==> config.mk <==
export PLATFORM = sky130hd
export DESIGN_NAME = bsc_front_flat
export DESIGN_NICKNAME = d
export VERILOG_FILES = /design/src/hdl/bsc_pkg.sv /design/src/hdl/bsc_if.sv /design/src/hdl/bsc_front.sv /design/src/flat_wrapper.sv
export SDC_FILE = /design/constraint.sdc
export NUM_CORES = 1
export LEC_CHECK = 0
export ABC_AREA = 1
export BUFFER_PORTS_ARGS = -buffer_cell sky130_fd_sc_hd__buf_2
export CORE_MARGIN = 2
export CORE_UTILIZATION = 30
export DETAILED_ROUTE_END_ITERATION = 8
export PLACE_DENSITY = 0.59
export SYNTH_ARGS = -nofsm -noshare
export SYNTH_HDL_FRONTEND = slang
export SYNTH_SLANG_ARGS = --single-unit
==> constraint.sdc <==
create_clock -name clk -period 11.1 [get_ports clk]
set_input_delay 1.11 -clock clk [delete_from_list [all_inputs] [get_ports clk]]
set_output_delay 1.11 -clock clk [all_outputs]
set_load 0.005 [all_outputs]
==> src/hdl/bsc_pkg.sv <==
`timescale 1ns / 1ps
package bsc_pkg;

    localparam int QUEUE_DEPTH = 4;
    localparam int CFG_INDEX_W = 3;

    typedef enum logic [CFG_INDEX_W-1:0] {
        CFG_OFFSET      = 3'd0,
        CFG_SENSITIVITY = 3'd1,
        CFG_TEMP_LINEAR = 3'd2,
        CFG_PRESS_SQ    = 3'd3,
        CFG_TEMP_CURVE  = 3'd4,
        CFG_OVERSAMPLE  = 3'd5
    } cfg_index_t;

    localparam logic [31:0] RESET_OFFSET      = 32'd26804152;
    localparam logic [31:0] RESET_SENSITIVITY = 32'd3352395749;
    localparam logic [31:0] RESET_TEMP_LINEAR = 32'd2146785905;
    localparam logic [31:0] RESET_PRESS_SQ    = 32'd405667844;
    localparam logic [31:0] RESET_TEMP_CURVE  = 32'd3724086068;
    localparam logic [1:0]  RESET_OVERSAMPLE  = 2'd3;

    localparam logic signed [31:0] B6_OFFSET  = 32'sd4000;
    localparam logic        [31:0] B4_BIAS    = 32'd32768;
    localparam logic        [31:0] OSS_SCALE  = 32'd50000;
    localparam logic signed [31:0] P_SQ_GAIN  = 32'sd3038;
    localparam logic signed [31:0] P_LIN_GAIN = -32'sd7357;
    localparam logic signed [31:0] P_OFFSET   = 32'sd3791;
    localparam logic signed [31:0] T_MAX      = 32'sd32767;
    localparam logic signed [31:0] T_MIN      = -32'sd32768;

    typedef struct packed {
        logic [31:0] offset_pair;
        logic [31:0] sens_pair;
        logic [31:0] tlin_pair;
        logic [31:0] psq_pair;
        logic [31:0] tcurve_pair;
        logic [1:0]  oss;
    } cfg_t;

    typedef struct packed {
        logic signed [31:0] x1;
        logic        [31:0] up;
    } entry_t;

    localparam int ENTRY_W = $bits(entry_t);

    function automatic logic signed [31:0] sx16(input logic [15:0] v);
        sx16 = $signed({{16{v[15]}}, v});
    endfunction

    function automatic logic [15:0] oss_scale(input logic [1:0] oss);
        oss_scale = 16'(OSS_SCALE >> oss);
    endfunction

endpackage

==> src/hdl/bsc_if.sv <==
`timescale 1ns / 1ps
interface bsc_sample_if;
    logic        valid;
    logic        ready;
    logic [15:0] raw_temperature;
    logic [23:0] raw_pressure_bytes;
    modport source (output valid, raw_temperature, raw_pressure_bytes, input ready);
    modport sink   (input valid, raw_temperature, raw_pressure_bytes, output ready);
endinterface


==> src/hdl/bsc_front.sv <==
`timescale 1ns / 1ps
module bsc_front (
    input  logic                    clk,
    input  logic                    rst_n,
    bsc_sample_if.sink              sample,
    input  bsc_pkg::cfg_t           cfg,
    input  logic                    q_full,
    output logic                    q_push,
    output bsc_pkg::entry_t         q_entry
);
    logic        valid_reg;
    logic [15:0] ut_reg;
    logic [31:0] up_reg;

    logic signed [16:0] diff;
    logic signed [33:0] prod;
    logic        [31:0] up_next;

    assign q_push       = valid_reg && !q_full;
    assign sample.ready = !valid_reg || !q_full;

    // raw pressure drops 8 - oss low bits
    assign up_next = 32'({8'd0, sample.raw_pressure_bytes} >> (4'd8 - {2'b00, cfg.oss}));

    assign diff = $signed({1'b0, ut_reg}) - $signed({1'b0, cfg.tlin_pair[15:0]});
    assign prod = diff * $signed({1'b0, cfg.tlin_pair[31:16]});

    always_comb
    begin
        q_entry.x1 = $signed(prod[31:0]) >>> 15;
        q_entry.up = up_reg;
    end

    always_ff @(posedge clk or negedge rst_n)
    begin
        if (!rst_n)
        begin
            valid_reg <= 1'b0;
        end
        else if (sample.ready)
        begin
            valid_reg <= sample.valid;
        end
    end

    always_ff @(posedge clk)
    begin
        if (sample.ready && sample.valid)
        begin
            ut_reg <= sample.raw_temperature;
            up_reg <= up_next;
        end
    end
endmodule

==> src/flat_wrapper.sv <==
// flat-port wrapper written by rule: the top's interface ports become plain ports
module bsc_front_flat 
  (clk, rst_n, cfg, q_full, q_push, q_entry, sample_valid, sample_raw_temperature, sample_raw_pressure_bytes, sample_ready);
  bsc_sample_if sample_i ();
  input  logic clk;
  input  logic rst_n;
  input  bsc_pkg::cfg_t cfg;
  input  logic q_full;
  output logic q_push;
  output bsc_pkg::entry_t q_entry;
  input wire logic [$bits(sample_i.valid)-1:0] sample_valid;
  input wire logic [$bits(sample_i.raw_temperature)-1:0] sample_raw_temperature;
  input wire logic [$bits(sample_i.raw_pressure_bytes)-1:0] sample_raw_pressure_bytes;
  output wire logic [$bits(sample_i.ready)-1:0] sample_ready;
  assign sample_i.valid = sample_valid;
  assign sample_i.raw_temperature = sample_raw_temperature;
  assign sample_i.raw_pressure_bytes = sample_raw_pressure_bytes;
  assign sample_ready = sample_i.ready;
  bsc_front u_core (.clk(clk), .rst_n(rst_n), .sample(sample_i), .cfg(cfg), .q_full(q_full), .q_push(q_push), .q_entry(q_entry));
endmodule
# --- After elaboration in Yosys (flattened, before gate mapping) ---
# Cells that the tools add are included.
op_classes:
  n_addsub: 2
  multipliers: 1
  shifts: 1
  reduce_logical: 5
ops:
  columns: ["operator", "count"]
  rows:
  - ["$mul 17x17->32", 1]
  - ["$shr 24x4->32", 1]
  - ["$sub 16x16->17", 1]
  - ["$sub 4x2->4 const A", 1]
  - ["$logic_and 1x1->1", 2]
  - ["$logic_not 1->1", 2]
  - ["$logic_or 1x1->1", 1]
totals:
  regBits: 49
  in_bits: 206
  word_cells: 12

# --- Depth between registers and ports, before layout ---
logic_depth:
  ltp_word: 3
  ltp_mapped: 35
  mapped_depth_nobuf: 34

# --- Worst setup path after synthesis ---
# OpenSTA, ideal clock, no wires.
synth_timing:
  path_kind: "input port to output port"
  startpoint: "input port cfg[66] in the netlist's numbering"
  endpoint: "output port q_entry[49] in the netlist's numbering"
  arrival_ns: 7.632
  path_slack_ns: 2.358
  stages: 33
  cell_sequence: "ha_1 > fa_1 > o21ai_1 > o21ai_2 > o21ai_4 > a31oi_2 > xor2_2 > inv_2 > buf_6 > nor2_2 > fa_1 > inv_1 > fa_1 > inv_1 > fa_1 > inv_1 > fa_1 > inv_1 > fa_1 > inv_1 > fa_1 > inv_1 > ha_1 > a21oi_1 > nor2_1 > nor2_1 > o21ai_1 > nor2_1 > inv_1 > a21oi_1 > nand3_1 > nand2_1 > buf_4"
synth_lines:
  columns: ["element", "line_no", "source"]
  rows:
  - ["from (decl)", "flat_wrapper.sv:7", "input bsc_pkg::cfg_t cfg;"]
  - ["to (decl)", "flat_wrapper.sv:10", "output bsc_pkg::entry_t q_entry;"]

==> out/metrics.csv <==
metric,value,unit
clk_lat worst skew,0.28,ns
fin. max-slew vios,0,
post-CTS setup buffers,0,
gr usage total,0.161,
Final Cycle Share,0.905,
I/O pin count,272,
RSZ-0062 raised after global routing,no,
final non-filler cell area,0.0147,mm²
max reg flops,24,
setup_tns,0,ns
number of remaining DRC errors,0,
Critical Path Start Type,input port,
GPL Wtd Cong,0.870,
Max Cap Violations,0,
FP Rows,77,
# diodes,0,
most frequent cells in the layout,"429 x inv_1, 293 x nand2_1, 261 x fa_1, 169 x nor2_1, 131 x buf_2",
#FFs+latches synth,41,
Yosys cell types,54,
Final Skew,0.00372,ns
crit path kind,input port to output pin,
final hold viol count,0,
starting density of the core,0.303,
RR Startpoint,u_core.valid_reg,
CP startpoint,cfg[66],
final WL,35.8,mm
CTS max path bufs,2,
Worst Hold Class,flip-flop to flip-flop,
Core ar.,0.0442,mm²
Crit Path Max Fanout,16,
R2R Path End,u_core.ut_reg[12],
status,completed,
vias per cell,4.60,
fin crit period,10.04,ns
CTS Buf Count,5,
YS warnings,0,
final core occ,0.333,
nets@finish,2340,
Final setup viols,0,
Post-Synthesis Cells,1681,
"Seq/Total Area, Yosys",0.0914,
Worst-Margin Slew,1.20,ns
clk root buf,clkbuf_16,
number of synthesized flops with an enable pin,40,
die outline height,215,µm
worst reg2reg path depth,2,
crit path DAT,8.93,ns
Bufs and invs on worst path,6,
layout cell share with drive strength beyond 1,0.121,
Reg2Reg Setup Slack,9.73,ns
CTS tree,done,
Top delay family on crit path,adder cells,
DIE WIDTH,215,µm
Max Fclk,99.6,MHz
Die Area,0.0464,mm²
met2 Track Usage GR,0.289,
clk sinks,41,
cell repeated most along the worst path,fa_1,
DP HPWL,30.9,mm
Critical Path Slowest Stage Cell,fa_1,
gr busiest metal,met2,
area grow syn2layout,9.92,%
clk slew on worst S/H paths,0.06,ns
DP Area,0.0145,mm²
vias in the first global route,11800,
Synth Area per Inst,7.98,µm²
Worst Setup End Kind,output pin,
met1 Track Usage GR,0.207,
Resized Gates After CTS,0,
fraction of registers with async set/reset,0.0244,
WP data required,9.99,ns
Hold Buf Count CTS,0,
drt wl/cell,15.1,µm
ys flop type,edfxtp_1,
WP depth,28,
critical hold path startpoint,u_core.valid_reg,
relative slew slack,0.198,
routed vias,10900,
port bufs,131,
first-pass GRT wire length,60.1,mm
Critical Path Max Stage Delay,0.91,ns
Overflow after GRT,0,
largest net degree at the start of global routing,41,
antenna violations before repair,1,
worst setup path end,q_entry[56],
GR Util met3,0.0159,
# H-tree levels,2,
Netlist Area Pre-Place,0.0134,mm²
Routed Antenna Nets,0,
initial drt markers,695,
drt pass-1 iters,5,
"commonest non-fill, non-tap cell in the layout",inv_1,
==> cell type report <==
| class | instances | area (µm²) |
|---|---|---|
| Fill cell | 4671 | 29500 |
| Multi-Input combinational cell | 1147 | 10200 |
| Inverter | 446 | 1670 |
| Sequential cell | 41 | 1230 |
| Tap cell | 592 | 741 |
| Timing Repair Buffer | 133 | 671 |
| Clock buffer | 5 | 125 |
| Clock inverter | 3 | 68.8 |
==> how the worst min path moves through the flow <==
stage / cells past startpoint / slack (ns) / endpoint
after global routing: 1 / 0.59 / u_core.valid_reg
final: 2 / 0.57 / u_core.valid_reg
after floorplan: 2 / 0.50 / u_core.valid_reg
after global placement: 2 / 0.54 / u_core.valid_reg
after detailed placement: 2 / 0.56 / u_core.valid_reg
after CTS: 1 / 0.58 / u_core.valid_reg
==> worst reg2reg max path, cell delays in order (launching register included) <==
cell	delay (ns)
dfrtp_1	0.42
a21oi_4	0.12
buf_4	0.46
==> metal layers <==
layer | vias up | routed length (µm)
met5 | - | 0
met4 | 0 | 840
met3 | 44 | 1930
met2 | 280 | 17900
met1 | 5419 | 15100
li1 | 5135 | -
==> cell families (layout without fill, tap and decap cells) <==
logic type	after synthesis	in the layout	synth area share
adders and majority gates	360	360	0.482
and+or+nand+nor	620	620	0.200
other	1	12	0.000280
AOI/OAI and AO/OA	129	129	0.0582
muxes	2	2	0.00149
buffers and inverters	504	587	0.149
xor gates and xnor gates	24	24	0.0174
DFF	41	41	0.0914
==> cell usage after synthesis, drive strengths merged, types with 2 or more instances <==
library cell  instances  share of area
o31ai                 2         0.0011
inv                 438           0.12
a31oi                 7         0.0037
edfxtp               40          0.090
nor3                 13         0.0052
clkbuf               27         0.0076
mux2i                 2         0.0015
nand2               307          0.091
o21bai                6         0.0034
a21o                  5         0.0028
ha                   99          0.092
nand3                85          0.033
xnor2                10         0.0071
a21oi                47          0.019
or2                  15         0.0070
nand4                 6         0.0033
clkinv                8         0.0022
o211ai                2         0.0011
fa                  261           0.39
a21boi                4         0.0025
buf                  31          0.017
xor2                 14          0.010
o21a                  2         0.0011
o21ai                51          0.021
nor2                191          0.058
==> metrics by stage <==
step,std cells,hold slack (ns),worst slack [ns]
detailed placement,2359,0.565,0.989
floorplan,1692,0.501,2.36
global route,2367,0.586,0.512
CTS,2367,0.579,0.971
global placement,2359,0.545,1.10
finish,2367,0.572,1.06
Power is left out: the tool's default activity adds up to more than one toggle a clock period on the data nets, which glitch-free logic cannot reach.
